$ cat config.mk
export PLATFORM = sky130hd
export DESIGN_NAME = framed_packet_receiver_sum_check_unit
export DESIGN_NICKNAME = d
export VERILOG_FILES = /design/src/hdl/fpr_pkg.sv /design/src/hdl/framed_packet_receiver_sum_check_unit.sv /design/src/hdl/fpr_parser.sv /design/src/hdl/fpr_out_reg.sv
export SDC_FILE = /design/constraint.sdc
export NUM_CORES = 1
export LEC_CHECK = 0
export BUFFER_PORTS_ARGS = -buffer_cell sky130_fd_sc_hd__buf_2
export CAP_MARGIN = 20
export CORE_MARGIN = 3
export CORE_UTILIZATION = 50
export DETAILED_ROUTE_END_ITERATION = 8
export MAX_ROUTING_LAYER = met4
export PLACE_DENSITY = 0.72
export SETUP_SLACK_MARGIN = 0.1
export SLEW_MARGIN = 30
export SYNTH_ARGS = -nofsm -noshare
export SYNTH_HDL_FRONTEND = slang
export SYNTH_SLANG_ARGS = --single-unit
$ cat constraint.sdc
create_clock -name clk -period 4.8 [get_ports clk]
set_input_delay 0.24 -clock clk [delete_from_list [all_inputs] [get_ports clk]]
set_output_delay 0.24 -clock clk [all_outputs]
set_load 0.005 [all_outputs]
$ cat src/hdl/fpr_pkg.sv
//------------------------------------------------------------------------------
// fpr_pkg: shared types and constants of the framed packet receiver
// Holds the frame header bytes, the frame field positions, the result kind
// codes and the result record that travels from the parser to the output.
//------------------------------------------------------------------------------
`default_nettype none

package fpr_pkg;

	// Fixed four-byte frame header.
	localparam logic [7:0] HDR_BYTE0 = 8'hAA;
	localparam logic [7:0] HDR_BYTE1 = 8'h55;
	localparam logic [7:0] HDR_BYTE2 = 8'h7F;
	localparam logic [7:0] HDR_BYTE3 = 8'hC0;

	// Response flag in the message code, cleared on output.
	localparam logic [15:0] RESP_BIT = 16'h0080;

	// Byte positions within a frame.
	localparam int unsigned POS_W = 9;
	localparam logic [POS_W-1:0] POS_HDR_END  = 9'd4;
	localparam logic [POS_W-1:0] POS_CODE_HI  = 9'd4;
	localparam logic [POS_W-1:0] POS_CODE_LO  = 9'd5;
	localparam logic [POS_W-1:0] POS_LENGTH   = 9'd6;
	localparam logic [POS_W-1:0] POS_PAYLOAD  = 9'd7;

	// Result kind codes.
	localparam logic [1:0] KIND_PAYLOAD  = 2'd0;
	localparam logic [1:0] KIND_SUM_GOOD = 2'd1;
	localparam logic [1:0] KIND_SUM_BAD  = 2'd2;

	// One result item.
	typedef struct packed {
		logic [1:0]  kind;
		logic [7:0]  data_byte;
		logic [7:0]  payload_index;
		logic [15:0] msg_code;
		logic [7:0]  payload_length;
		logic        frame_end;
	} result_t;

	// Expected header byte at a given header position.
	function automatic logic [7:0] hdr_byte(input logic [1:0] idx);
		logic [7:0] b;
		case (idx)
			2'd0:    b = HDR_BYTE0;
			2'd1:    b = HDR_BYTE1;
			2'd2:    b = HDR_BYTE2;
			2'd3:    b = HDR_BYTE3;
			default: b = HDR_BYTE0;
		endcase
		return b;
	endfunction

endpackage

`default_nettype wire

$ cat src/hdl/framed_packet_receiver_sum_check_unit.sv
//------------------------------------------------------------------------------
// framed_packet_receiver_sum_check_unit: length-prefixed frame receiver
// Hunts for the AA 55 7F C0 header, captures code and length, emits payload
// bytes and closes each frame with a 16-bit additive checksum verdict.
//------------------------------------------------------------------------------
// Usage:
// The slave channel takes one received byte per transaction on s_tdata.
// The master channel delivers payload results (m_tlast low, m_tuser = 0) and
// one frame-end result per frame (m_tlast high, m_tuser = 1 for a good
// checksum, 2 for a bad one). Header, code, length and checksum-high bytes
// produce no result.
// Path: an accepted byte sits in the input register, is decoded from there
// and is loaded into the output register once that register is free, which
// puts its result on the master channel.
// Throughput: one byte per cycle while the output register is free, set by
// the single decode stage between the input register and the output register.
// Reset clears the frame state to the header hunt and empties both registers.
// When m_tready stays low, the held result waits in the output register, one
// more byte waits in the input register, and then s_tready drops.
//------------------------------------------------------------------------------
`default_nettype none

module framed_packet_receiver_sum_check_unit (
	input  wire logic        clk,
	input  wire logic        arst_n,
	input  wire logic        s_tvalid,
	output logic             s_tready,
	input  wire logic [7:0]  s_tdata,   // [7:0] rx_byte
	output logic             m_tvalid,
	input  wire logic        m_tready,
	output logic [39:0]      m_tdata,   // [7:0] data_byte, [15:8] payload_index,
	                                    // [31:16] msg_code, [39:32] payload_length
	output logic [1:0]       m_tuser,   // [1:0] kind
	output logic             m_tlast    // frame_end
);
	import fpr_pkg::*;

	logic       valid_s1;
	logic [7:0] byte_s1;
	logic       advance;
	logic       out_free;
	logic       res_valid;
	result_t    res;
	result_t    res_q;

	assign advance  = valid_s1 && out_free;
	assign s_tready = !valid_s1 || out_free;

	// Input register.
	always_ff @(posedge clk or negedge arst_n) begin
		if (!arst_n) begin
			valid_s1 <= 1'b0;
		end else if (s_tready) begin
			valid_s1 <= s_tvalid;
		end
	end

	always_ff @(posedge clk) begin
		if (s_tready && s_tvalid) begin
			byte_s1 <= s_tdata;
		end
	end

	// Frame decode.
	fpr_parser u_parser (
		.clk       (clk),
		.arst_n    (arst_n),
		.en        (advance),
		.rx_byte   (byte_s1),
		.res_valid (res_valid),
		.res       (res)
	);

	// Output register.
	fpr_out_reg u_out (
		.clk    (clk),
		.arst_n (arst_n),
		.load   (res_valid),
		.res_in (res),
		.take   (m_tready),
		.free   (out_free),
		.valid  (m_tvalid),
		.res_q  (res_q)
	);

	assign m_tdata = {res_q.payload_length, res_q.msg_code, res_q.payload_index, res_q.data_byte};
	assign m_tuser = res_q.kind;
	assign m_tlast = res_q.frame_end;

	// Checks.
	a_ready_when_empty: assert property (@(posedge clk) disable iff (!arst_n)
		!m_tvalid |-> s_tready)
		else $error("input stalled while the output register is empty");

	a_end_kind: assert property (@(posedge clk) disable iff (!arst_n)
		m_tvalid |-> (m_tlast == (m_tuser != KIND_PAYLOAD)))
		else $error("frame-end flag disagrees with the result kind");

	a_end_no_data: assert property (@(posedge clk) disable iff (!arst_n)
		(m_tvalid && m_tlast) |-> (m_tdata[15:0] == 16'd0))
		else $error("frame-end result carries payload data");

endmodule

`default_nettype wire

$ cat src/hdl/fpr_parser.sv
//------------------------------------------------------------------------------
// fpr_parser: frame state and per-byte decode
// Tracks the position within the frame, the running sum, the code and the
// length, and forms at most one result for each byte it is given.
//------------------------------------------------------------------------------
`default_nettype none

module fpr_parser (
	input  wire logic             clk,
	input  wire logic             arst_n,
	input  wire logic             en,
	input  wire logic [7:0]       rx_byte,
	output logic                  res_valid,
	output fpr_pkg::result_t      res
);
	import fpr_pkg::*;

	logic [POS_W-1:0] byte_count_q;
	logic [15:0]      running_sum_q;
	logic [7:0]       frame_length_q;
	logic [15:0]      code_word_q;
	logic [7:0]       sum_high_q;

	logic [POS_W-1:0] end_pos;
	logic [POS_W-1:0] idx_full;
	logic [15:0]      sum_next;
	logic [15:0]      got_sum;
	logic             in_header;
	logic             hdr_match;

	assign end_pos   = POS_PAYLOAD + {1'b0, frame_length_q};
	assign idx_full  = byte_count_q - POS_PAYLOAD;
	assign sum_next  = running_sum_q + {8'd0, rx_byte};
	assign got_sum   = {sum_high_q, rx_byte};
	assign in_header = (byte_count_q < POS_HDR_END);
	assign hdr_match = (rx_byte == hdr_byte(byte_count_q[1:0]));

	// Result formation for the byte at the current frame position.
	always_comb begin
		res_valid          = 1'b0;
		res.kind           = KIND_PAYLOAD;
		res.data_byte      = 8'd0;
		res.payload_index  = 8'd0;
		res.msg_code       = code_word_q & ~RESP_BIT;
		res.payload_length = frame_length_q;
		res.frame_end      = 1'b0;
		if (!in_header && byte_count_q >= POS_PAYLOAD) begin
			if (byte_count_q < end_pos) begin
				res_valid         = en;
				res.data_byte     = rx_byte;
				res.payload_index = idx_full[7:0];
			end else if (byte_count_q != end_pos) begin
				res_valid     = en;
				res.kind      = (got_sum == running_sum_q) ? KIND_SUM_GOOD : KIND_SUM_BAD;
				res.frame_end = 1'b1;
			end
		end
	end

	// Frame state update, one byte per enabled cycle.
	always_ff @(posedge clk or negedge arst_n) begin
		if (!arst_n) begin
			byte_count_q   <= '0;
			running_sum_q  <= '0;
			frame_length_q <= '0;
			code_word_q    <= '0;
			sum_high_q     <= '0;
		end else if (en) begin
			if (in_header) begin
				if (hdr_match) begin
					running_sum_q <= sum_next;
					byte_count_q  <= byte_count_q + 1'b1;
				end else begin
					byte_count_q   <= '0;
					running_sum_q  <= '0;
					frame_length_q <= '0;
					code_word_q    <= '0;
					sum_high_q     <= '0;
				end
			end else if (byte_count_q == POS_CODE_HI) begin
				code_word_q[15:8] <= rx_byte;
				running_sum_q     <= sum_next;
				byte_count_q      <= byte_count_q + 1'b1;
			end else if (byte_count_q == POS_CODE_LO) begin
				code_word_q[7:0] <= rx_byte;
				running_sum_q    <= sum_next;
				byte_count_q     <= byte_count_q + 1'b1;
			end else if (byte_count_q == POS_LENGTH) begin
				frame_length_q <= rx_byte;
				running_sum_q  <= sum_next;
				byte_count_q   <= byte_count_q + 1'b1;
			end else if (byte_count_q < end_pos) begin
				running_sum_q <= sum_next;
				byte_count_q  <= byte_count_q + 1'b1;
			end else if (byte_count_q == end_pos) begin
				sum_high_q   <= rx_byte;
				byte_count_q <= byte_count_q + 1'b1;
			end else begin
				// Checksum low byte closes the frame; hunt again.
				byte_count_q   <= '0;
				running_sum_q  <= '0;
				frame_length_q <= '0;
				code_word_q    <= '0;
				sum_high_q     <= '0;
			end
		end
	end

endmodule

`default_nettype wire

$ cat src/hdl/fpr_out_reg.sv
//------------------------------------------------------------------------------
// fpr_out_reg: result output register
// Holds one result transaction until the downstream side takes it and reports
// when a new result may be loaded.
//------------------------------------------------------------------------------
`default_nettype none

module fpr_out_reg (
	input  wire logic             clk,
	input  wire logic             arst_n,
	input  wire logic             load,
	input  wire fpr_pkg::result_t res_in,
	input  wire logic             take,
	output logic                  free,
	output logic                  valid,
	output fpr_pkg::result_t      res_q
);
	import fpr_pkg::*;

	logic valid_q;

	assign valid = valid_q;
	assign free  = !valid_q || take;

	// Valid flag: set on load, cleared once the result is taken.
	always_ff @(posedge clk or negedge arst_n) begin
		if (!arst_n) begin
			valid_q <= 1'b0;
		end else if (load) begin
			valid_q <= 1'b1;
		end else if (take) begin
			valid_q <= 1'b0;
		end
	end

	// Result payload.
	always_ff @(posedge clk) begin
		if (load) begin
			res_q <= res_in;
		end
	end

endmodule

`default_nettype wire
==> impl_metrics.ini, run 1 <==
[global_route]
grt.total_usage_pct = 21.38
grt_max_degree = 59
first_global_vias = 3697
grt_first_pass_wirelength_microns = 18800
overflow = 0
antenna_found_initial = 0

[timing]
timing_max_transition_violations_final = 0
setup-violations-final = 0
timing.max_slew.rel_slack_pct = 39.60
final_min_period_over_clock_period_pct = 72.57
finClkSkew_ps = 13.35
final_hold_viol_count = 6
achievable-frequency_mhz = 287.1
setup_total_negative_slack_ps = 0
hold_ws_ps = -21.34
setup_repair_after_global_routing_missed_its_margin = no
post-route-min-period_ps = 3483
layout_setup_ws_ps = 1317
tightestPinTransition_ps = 899.1

[clock_network]
register_clock_pin_slew_on_the_reported_worst_setup_and_hold_paths_ps = 110
cts_tree = yes
cts_inserted_buffers = 9
postCtsSetupBuffers = 0
cts.htree.levels = 3
clock_tree.buffer_depth = 2
cts.hold.buffers_added = 0
cts.sinks = 108
cts-root-buf = sky130_fd_sc_hd__clkbuf_8
insertion_delay_ps = 390
number_of_gates_resized_after_cts = 0

[synthesis]
synthesis.instances = 455
synth_area_sq_um = 5246
yosysSeqAreaShare_pct = 56.28
synth-edff-count = 50
ys_seq_elements = 108
synth_largest_area_cell = sky130_fd_sc_hd__edfxtp_1
synth_warnings = 0
asr_flop_ratio_synth_pct = 53.70
yosysUniqueCellTypes = 57
synthesis.nets = 491
yosys_most_used_dff = sky130_fd_sc_hd__dfrtp_1
synth_top_cell_area_share_pct = 28.62
yosys-top-cells-area = sky130_fd_sc_hd__edfxtp_1 (29%), sky130_fd_sc_hd__dfrtp_1 (28%), sky130_fd_sc_hd__ha_1 (5.5%)
syn_avg_cell_area_sq_um = 11.53

[drt]
wl_per_cell_microns = 17.68
vias_per_cell = 5.756
drt_first_pass_iters = 5
dr_total_vias = 3747
drtAntennaViolNets = 0
detailedRoute.firstIterationViolations = 174
detail_route.drc_violations = 0
routed_wl_microns = 11510

[cells_and_area]
drive_gt1_share_pct = 16.80
most-common-layout-cells = sky130_fd_sc_hd__dfrtp_1 (58), sky130_fd_sc_hd__buf_2 (55), sky130_fd_sc_hd__edfxtp_1 (50)
net_count_of_the_finished_layout = 549
layout.cells.most_common = sky130_fd_sc_hd__dfrtp_1
area_delta_synth_final_pct = 11.90
antennaDiodeCount = 0
instances_no_fill = 651

[worst_setup_path]
worst-path-max-fanout = 42
data_required_time_of_the_worst_path_ps = 4830
worstSetupPathType = register to register
r2r.worst_path.cells = 12
worst_ep_arrival_time_ps = 3510
ff2ff_setup_slack_ps = 1320
timing.rr.start = u_parser.frame_length_q[0]
worstSetupStartpoint = u_parser.frame_length_q[0]
reg2reg_to = u_out.res_q[31]
crit_path_capture = u_out.res_q[31]
cp-start-kind = register
crit_path_capture_type = register

[placed_design]
dp_cells = 635
port-buffer-count = 55
dp_hpwl_microns = 8155
routabilityCongestion = 0.8905
detailedPlace.worstSlack_ps = 1399

[floorplan]
initial_core_util_pct = 52.46
die_h_microns = 108.4
floorplan.die.width_microns = 108.4
floorplan.rows = 36
floorplan.die_area_sq_um = 11760
fp.coreArea_sq_um = 10000
pin_count = 57

[outcome]
violations_in_the_final_reports = negative hold slack
outcome = complete, but fails checks

[power_and_ir_drop]
p_total_mw = 1.594
ir_drop_mv = 0.1434
power_density_nw_per_um2 = 271.5
leak_pwr_nw = 2.541

[run]
cap_violations = 0

[hold_path]
timing.hold.worst.class = primary input to asynchronous set/reset pin
## cell usage after synthesis, types with 2 or more instances
library cell and count:
sky130_fd_sc_hd__a22o_1 29, sky130_fd_sc_hd__o211ai_1 2, sky130_fd_sc_hd__o21bai_1 2, sky130_fd_sc_hd__nand3_1 10, sky130_fd_sc_hd__xnor2_1 19, sky130_fd_sc_hd__o21ai_1 6
sky130_fd_sc_hd__o21ai_0 17, sky130_fd_sc_hd__mux2i_1 8, sky130_fd_sc_hd__and3_1 15, sky130_fd_sc_hd__and2_1 5, sky130_fd_sc_hd__or4_1 3, sky130_fd_sc_hd__nand2b_1 4
sky130_fd_sc_hd__nor3_1 14, sky130_fd_sc_hd__o21a_1 5, sky130_fd_sc_hd__dfrtp_1 58, sky130_fd_sc_hd__xor2_1 9, sky130_fd_sc_hd__a21boi_0 2, sky130_fd_sc_hd__nor4_1 3
sky130_fd_sc_hd__buf_4 2, sky130_fd_sc_hd__nor2_1 39, sky130_fd_sc_hd__inv_1 23, sky130_fd_sc_hd__or3_1 7, sky130_fd_sc_hd__clkbuf_1 5, sky130_fd_sc_hd__a32o_1 2
sky130_fd_sc_hd__a21oi_1 15, sky130_fd_sc_hd__nand4_1 8, sky130_fd_sc_hd__a211oi_1 3, sky130_fd_sc_hd__buf_2 4, sky130_fd_sc_hd__edfxtp_1 50, sky130_fd_sc_hd__and4_1 3
sky130_fd_sc_hd__nand2_1 32, sky130_fd_sc_hd__nor2b_1 3, sky130_fd_sc_hd__o21ai_2 2, sky130_fd_sc_hd__ha_1 23
## sequential cells by signal, indices dropped and copies added (netlist names)
name,count
u_out.res_q,42
u_parser.running_sum_q,16
u_parser.code_word_q,15
u_parser.byte_count_q,9
byte_s1,8
u_parser.frame_length_q,8
u_parser.sum_high_q,8
u_out.valid,1
valid_s1,1
## where the power goes
group	switching [mW]	internal (mW)	total (mW)	leakage, nW
sequential	0.0129	0.967	0.980	1.29
clock	0.353	0.211	0.564	0.105
combinational	0.0349	0.0153	0.0502	1.15
total	0.400	1.19	1.59	2.54
## metal layers
layer,vias up,part of all wire (%),global-route usage [%]
met2,94,50,35.17
met1,1848,43,27.49
met3,17,5.3,3.045
met4,0,1.6,6.853
met5,-,0,-
li1,1788,-,-
## cell families (layout without fill, tap and decap cells)
kind of cell	Yosys count	after routing	share of synthesized area (%)
AOI/OAI and AO/OA	98	98	13.67
other	1	1	0.07148
muxes	9	9	1.741
buffers and inverters	35	98	2.886
DFF	108	108	56.28
adders and majority gates	24	24	5.867
and+or+nand+nor	152	152	14.81
xor gates and xnor gates	28	28	4.675
## worst min path at each step
stage / start / end / slack [ps] / cells after the start
after floorplan: arst_n / u_out.valid / -60 / 0
after global placement: s_tdata[0] / byte_s1[0] / 420 / 1
after CTS: s_tdata[7] / byte_s1[7] / 10 / 1
after global routing: s_tdata[0] / byte_s1[0] / 0.4 / 1
after detailed placement: s_tdata[7] / byte_s1[7] / 420 / 1
final: arst_n / u_parser.running_sum_q[4] / -20 / 2
## final cells by class
cell class / instances / area, sq um
clock inverters: 7 / 86.33
clock buffers: 9 / 123.9
fillers: 866 / 4129
multi-input cells: 312 / 2150
repair buffers: 59 / 305.3
inverters: 23 / 86.33
flip-flops and latches: 108 / 2953
well taps: 133 / 166.4
## critical path, cell delays in order (launching register included)
cell	delay, ps
sky130_fd_sc_hd__dfrtp_1	390
sky130_fd_sc_hd__inv_1	80
sky130_fd_sc_hd__ha_1	230
sky130_fd_sc_hd__a21boi_0	310
sky130_fd_sc_hd__xnor2_1	170
sky130_fd_sc_hd__ha_1	280
sky130_fd_sc_hd__nand4_1	160
sky130_fd_sc_hd__nor3_1	80
sky130_fd_sc_hd__a2111oi_2	350
sky130_fd_sc_hd__buf_4	320
sky130_fd_sc_hd__o21ai_1	180
sky130_fd_sc_hd__nor2_4	120
sky130_fd_sc_hd__buf_4	440
## per-stage QoR
stage | area (sq um) | util, %
finish | 5871 | 58.71
global placement | 5660 | 56.61
floorplan | 5246 | -
CTS | 5871 | 58.71
detailed placement | 5660 | 56.61
global route | 5871 | 58.71
Note: power is estimated with default switching activity, not from simulation.
==> run 2, diff against run 1 <==
--- a/config.mk
+++ b/config.mk
@@ -11,7 +11,7 @@
 export CORE_UTILIZATION = 50
 export DETAILED_ROUTE_END_ITERATION = 8
 export MAX_ROUTING_LAYER = met4
-export PLACE_DENSITY = 0.72
+export PLACE_DENSITY = 0.7
 export SETUP_SLACK_MARGIN = 0.1
 export SLEW_MARGIN = 30
 export SYNTH_ARGS = -nofsm -noshare
==> constraint.sdc (replaced) <==
create_clock -name clk -period 3.6 [get_ports clk]
set_input_delay 0.18 -clock clk [delete_from_list [all_inputs] [get_ports clk]]
set_output_delay 0.18 -clock clk [all_outputs]
set_load 0.005 [all_outputs]
==> impl_metrics.ini, run 2 (synthesized netlist as in run 1, its figures left out) <==
[outcome]
outcome = finished, final reports clean

[clock_network]
cts_inserted_buffers = 9
register_clock_pin_slew_on_the_reported_worst_setup_and_hold_paths_ps = 110
cts.htree.levels = 3
insertion_delay_ps = 390
cts_tree = yes
cts-root-buf = sky130_fd_sc_hd__clkbuf_8
cts.sinks = 108
clock_tree.buffer_depth = 2

[run]
cap_violations = 0

[worst_setup_path]
cp-start-kind = register
worstSetupStartpoint = u_parser.frame_length_q[0]
worstSetupPathType = register to register
worst_ep_arrival_time_ps = 3560
data_required_time_of_the_worst_path_ps = 3880
worst_path_dominant_cell_family = compound AO/OA/AOI/OAI gates
timing.critical_path.buf_inv = 2
slowest_stage_cell_crit_path = sky130_fd_sc_hd__a2111oi_4
cpPeakStageDelay_ps = 490
crit_path_cell_trace = inv_1, ha_1, a21boi_0, xnor2_1, ha_1, a21oi_1, o21ai_1, a2111oi_4, buf_4, a21oi_1, o221a_2, mux2_1
timing.rr.start = u_parser.frame_length_q[0]
crit_path_capture_type = register
worst-path-max-fanout = 12

[hold_path]
hold_path.startpoint = m_tready
timing.hold.worst.class = primary input to register

[drt]
drt_first_pass_iters = 5
routed_wl_microns = 11600
dr_total_vias = 3788
detailedRoute.firstIterationViolations = 281
vias_per_cell = 5.705
wl_per_cell_microns = 17.46
drtAntennaViolNets = 0
detail_route.drc_violations = 0

[timing]
achievable-frequency_mhz = 304.9
setup_total_negative_slack_ps = 0
final_min_period_over_clock_period_pct = 91.11
tightestPinTransition_ps = 861.9
timing.max_slew.rel_slack_pct = 42.10
finClkSkew_ps = 15.86
post-route-min-period_ps = 3280
setup-violations-final = 0
final_hold_viol_count = 0
setup_repair_after_global_routing_missed_its_margin = no
timing_max_transition_violations_final = 0

[floorplan]
floorplan.die.width_microns = 108.4
initial_core_util_pct = 52.46
floorplan.rows = 36
fp.coreArea_sq_um = 10000
die_h_microns = 108.4
floorplan.die_area_sq_um = 11760
pin_count = 57

[cells_and_area]
net_count_of_the_finished_layout = 562
layout.filler_cells = 833
layout.core_utilization_pct = 60.07
register_bank_with_the_most_flops = u_out.res_q
drive_gt1_share_pct = 16.95
top_regs = u_out.res_q: 42 flops, u_parser.running_sum_q: 16 flops, u_parser.code_word_q: 15 flops
area_delta_synth_final_pct = 14.50
max_ffs_per_register = 42
most-common-layout-cells = sky130_fd_sc_hd__dfrtp_1 (58), sky130_fd_sc_hd__buf_2 (55), sky130_fd_sc_hd__edfxtp_1 (50)
antennaDiodeCount = 0
layout.cells.most_common = sky130_fd_sc_hd__dfrtp_1

[global_route]
antenna_found_initial = 0
grt.total_usage_pct = 22.03
grt_max_degree = 35
overflow = 0
first_global_vias = 3625
grt_first_pass_wirelength_microns = 19230

[placed_design]
routabilityCongestion = 0.9422
dp_hpwl_microns = 8205
port-buffer-count = 55

[power_and_ir_drop]
ir_drop_mv = 0.1700
leak_pwr_nw = 2.596
power_density_nw_per_um2 = 352.1
[run 2: cell types whose count changed in the layout (fill, tap and decap cells not counted), sizes merged]
cell,previous run,this run
clkinvlp,0,1
dlygate4sd3,0,10
clkinv,3,2
buf,59,62
[run 2: path summary, 6_finish.rpt]
path                       slack (ps)  cells after the start                          to
hold reg to reg                   470                      0             u_out.res_q[22]
hold / removal                    170                      4                    valid_s1
max in group asynchronous        2370                      3  u_parser.frame_length_q[3]
setup reg to reg                  320                     12      u_parser.sum_high_q[6]
setup / recovery                  320                     12      u_parser.sum_high_q[6]
min in group asynchronous         400                      2   u_parser.running_sum_q[4]
[run 2: layout make-up]
cell class,instances,area [sq um],area share (%)
Multi-Input combinational cell,312,2162,35.99
Clock inverter,7,75.07,1.250
Clock buffer,9,123.9,2.062
Tap cell,133,166.4,2.770
Sequential cell,108,2953,49.16
Inverter,23,86.33,1.437
Timing Repair Buffer,72,440.4,7.332
[run 2: worst reg2reg max path, stage by stage (launching register included)]
cell and delay, ps:
sky130_fd_sc_hd__dfrtp_1 390, sky130_fd_sc_hd__inv_1 90, sky130_fd_sc_hd__ha_1 240, sky130_fd_sc_hd__a21boi_0 230
sky130_fd_sc_hd__xnor2_1 180, sky130_fd_sc_hd__ha_1 300, sky130_fd_sc_hd__a21oi_1 140, sky130_fd_sc_hd__o21ai_1 130
sky130_fd_sc_hd__a2111oi_4 490, sky130_fd_sc_hd__buf_4 250, sky130_fd_sc_hd__a21oi_1 50, sky130_fd_sc_hd__o221a_2 370
sky130_fd_sc_hd__mux2_1 340
[run 2: power breakdown]
| part | switching, mW | internal [mW] |
|---|---|---|
| Combinational | 0.0477 | 0.0282 |
| Sequential | 0.0177 | 1.29 |
| Clock | 0.456 | 0.275 |
[run 2: routing by layer]
metal	wire length [microns]	track usage, %
met1	5122	29.28
met2	5582	33.76
met3	532	3.224
met4	358	9.829
met5	0	-
[run 2: what timing repair did]
item                                    in CTS  in global routing
endpoints found under the setup margin       0                 67
hold buffers                                10                  0
gates resized for setup                      0                  1
buffers inserted                             0                  0
hold endpoints to repair                    42                  0
[run 2: metrics by stage]
| stage | cell area (sq um) | instances | power (mW) | setup WS (ps) | hold WS [ps] |
|---|---|---|---|---|---|
| global route | 6007 | 664 | 2.201 | 118.7 | 193.7 |
| detailed placement | 5695 | 638 | 1.400 | 250.9 | 299.6 |
| global placement | 5695 | 638 | 1.399 | 352.8 | 302.7 |
| CTS | 5995 | 664 | 2.134 | 225.3 | 158.3 |
| floorplan | 5255 | 455 | 1.364 | 175.2 | -115.6 |
| finish | 6007 | 664 | 2.115 | 319.9 | 172.3 |
==> run 3, diff against run 2 <==
--- a/config.mk
+++ b/config.mk
@@ -5,13 +5,14 @@
 export SDC_FILE = /design/constraint.sdc
 export NUM_CORES = 1
 export LEC_CHECK = 0
+export ABC_AREA = 1
 export BUFFER_PORTS_ARGS = -buffer_cell sky130_fd_sc_hd__buf_2
 export CAP_MARGIN = 20
 export CORE_MARGIN = 3
 export CORE_UTILIZATION = 50
 export DETAILED_ROUTE_END_ITERATION = 8
 export MAX_ROUTING_LAYER = met4
-export PLACE_DENSITY = 0.7
+export PLACE_DENSITY = 0.69
 export SETUP_SLACK_MARGIN = 0.1
 export SLEW_MARGIN = 30
 export SYNTH_ARGS = -nofsm -noshare
==> impl_metrics.ini, run 3 <==
[synthesis]
yosys-top-cells-count = sky130_fd_sc_hd__nand2_1 (168), sky130_fd_sc_hd__nor2_1 (75), sky130_fd_sc_hd__dfrtp_1 (58), sky130_fd_sc_hd__edfxtp_1 (50), sky130_fd_sc_hd__inv_1 (50)
synth-xor-area-share_pct = 3.781
ys_seq_elements = 108
yosysSeqAreaShare_pct = 50.99
syn_avg_cell_area_sq_um = 9.076
dominant_combinational_cell_family_by_area_after_synthesis = simple AND/OR/NAND/NOR gates
yosys_most_used_dff = sky130_fd_sc_hd__dfrtp_1
post-synth-top-count-cell = sky130_fd_sc_hd__nand2_1
yosys-top-cells-area = sky130_fd_sc_hd__edfxtp_1 (26%), sky130_fd_sc_hd__dfrtp_1 (25%), sky130_fd_sc_hd__nand2_1 (11%)
synth_area_sq_um = 5791
synthAdderAreaFrac_pct = 5.315
asr_flop_ratio_synth_pct = 53.70
post_synth_mux_area_share_pct = 0
synth_largest_area_cell = sky130_fd_sc_hd__edfxtp_1
synthesis.nets = 674
yosys.area_share.simple_pct = 27.59
synthesis.instances = 638
synth_compound_area_share_pct = 6.439
synth_warnings = 0
synth-edff-count = 50
yosysUniqueCellTypes = 42
synth_top_cell_area_share_pct = 25.93

[worst_setup_path]
timing.critical_path.buf_inv = 4
worst_ep_arrival_time_ps = 3190
cpPeakStageDelay_ps = 390
critical_path.most_common_cell = sky130_fd_sc_hd__nand2_1
crit_path_cell_trace = inv_1, ha_1, a21oi_1, or2_2, ha_1, nand2_1, inv_1, nand2_1, nand2_1, nand2_1, nand3_2, inv_1, o21ai_0, nor2_4, buf_4
slowest_stage_cell_crit_path = sky130_fd_sc_hd__dfrtp_1
worst_path_dominant_cell_family = simple AND/OR/NAND/NOR gates
worstSetupPathType = register to register
crit_path_capture_type = register
worst-path-max-fanout = 29
cp-start-kind = register
data_required_time_of_the_worst_path_ps = 3620

[run]
cap_violations = 0

[power_and_ir_drop]
power_density_nw_per_um2 = 378.9
ir_drop_mv = 0.4274
leak_pwr_nw = 3.134

[drt]
detail_route.drc_violations = 0
vias_per_cell = 5.279
wl_per_cell_microns = 15.56
detailedRoute.firstIterationViolations = 306
drt_first_pass_iters = 5
dr_total_vias = 4487
routed_wl_microns = 13220
drtAntennaViolNets = 0

[floorplan]
die_h_microns = 113.6
initial_core_util_pct = 52.27
pin_count = 57
floorplan.die_area_sq_um = 12910
floorplan.die.width_microns = 113.6
floorplan.rows = 38
fp.coreArea_sq_um = 11080

[global_route]
grt.total_usage_pct = 22.30
grt_max_degree = 31
first_global_vias = 4442
grt_first_pass_wirelength_microns = 21920
overflow = 0
antenna_found_initial = 0

[cells_and_area]
most-common-layout-cells = sky130_fd_sc_hd__nand2_1 (168), sky130_fd_sc_hd__nor2_1 (74), sky130_fd_sc_hd__dfrtp_1 (58)
net_count_of_the_finished_layout = 741
max_ffs_per_register = 42
register_bank_with_the_most_flops = u_out.res_q
drive_gt1_share_pct = 19.58
antennaDiodeCount = 0
finish.instance_area_sq_um = 6596
area_delta_synth_final_pct = 13.92
layout.cells.most_common = sky130_fd_sc_hd__nand2_1
top_regs = u_out.res_q: 42 flops, u_parser.running_sum_q: 16 flops, u_parser.code_word_q: 15 flops

[placed_design]
dp_hpwl_microns = 9641
detailed_place.area_sq_um = 6191
routabilityCongestion = 0.8931
port-buffer-count = 55

[timing]
final_hold_viol_count = 0
setup-violations-final = 0
final_min_period_over_clock_period_pct = 88.01
timing_max_transition_violations_final = 0
setup_total_negative_slack_ps = 0
timing.max_slew.rel_slack_pct = 52.04
setup_repair_after_global_routing_missed_its_margin = no
finClkSkew_ps = 5.926
post-route-min-period_ps = 3169
achievable-frequency_mhz = 315.6
tightestPinTransition_ps = 719.4

[clock_network]
cts.sinks = 108
cts-root-buf = sky130_fd_sc_hd__clkbuf_16
clock_tree.buffer_depth = 2
cts.htree.levels = 3
register_clock_pin_slew_on_the_reported_worst_setup_and_hold_paths_ps = 70
cts_tree = yes
insertion_delay_ps = 350
cts_inserted_buffers = 9

[hold_path]
timing.hold.worst.class = primary input to register

[outcome]
outcome = finished, final reports clean
run 3: changes by cell type after synthesis, moves of 16 or more:
| cell | before | now |
|---|---|---|
| sky130_fd_sc_hd__a22o_1 | 29 | 0 |
| sky130_fd_sc_hd__inv_1 | 23 | 50 |
| sky130_fd_sc_hd__inv_2 | 0 | 16 |
| sky130_fd_sc_hd__nand2_1 | 32 | 168 |
| sky130_fd_sc_hd__nand3_1 | 10 | 42 |
| sky130_fd_sc_hd__nor2_1 | 39 | 75 |
run 3: cell families after synthesis:
family          after synthesis
other cells                   1
xor+xnor                     25
flops                       108
simple gates                343
fa+ha+maj                    24
compound gates               61
buf+inv                      76
run 3: per-stage QoR:
step                      cells  total power, mW  setup slack (ps)  util (%)  hold slack [ps]
after floorplan             638            1.387             106.3         -           -115.6
after global placement      827            1.422             677.8     55.88            261.0
after detailed placement    827            1.425             499.5     55.88            270.0
after CTS                   850            2.523             443.6     59.54         0.005912
after global routing        850            2.577             205.7     59.54            4.878
final                       850            2.499             431.5     59.54            15.85
run 3: power by group:
group / internal, mW / switching [mW] / leakage (nW)
registers: 1.29 / 0.0178 / 1.29
logic: 0.0294 / 0.0683 / 1.68
clock network: 0.655 / 0.439 / 0.163
run 3: layout make-up:
class | count | area [sq um]
fillers | 914 | 4482
flip-flops and latches | 108 | 2953
multi-input cells | 454 | 2509
repair buffers | 65 | 367.9
inverters | 67 | 256.5
clock buffers | 11 | 254.0
well taps | 140 | 175.2
clock inverters | 5 | 81.33
run 3: final timing paths:
check | from | end | slack [ps] | depth (start not counted)
max in group asynchronous | arst_n | u_parser.frame_length_q[0] | 2300 | 3
worst max register to register | u_parser.frame_length_q[0] | u_out.res_q[29] | 430 | 15
worst max-delay path | u_parser.frame_length_q[0] | u_out.res_q[29] | 430 | 15
min in group asynchronous | arst_n | u_parser.running_sum_q[6] | 420 | 2
worst min register to register | u_parser.code_word_q[8] | u_out.res_q[17] | 450 | 0
worst min-delay path | s_tdata[2] | byte_s1[2] | 20 | 1
run 3: what timing repair did:
action / in CTS / in global routing
buffers inserted: 0 / 0
gates resized for setup: 0 / 0
hold buffers: 7 / 0
endpoints found under the hold margin: 34 / 0
run 3: routing by layer:
| layer | GRT usage [%] | vias up | part of all wire (%) |
|---|---|---|---|
| met2 | 36.12 | 131 | 49 |
| met1 | 27.92 | 2115 | 43 |
| met3 | 4.403 | 29 | 6.2 |
| met5 | - | - | 0 |
| li1 | - | 2212 | - |
| met4 | 8.173 | 0 | 2.5 |
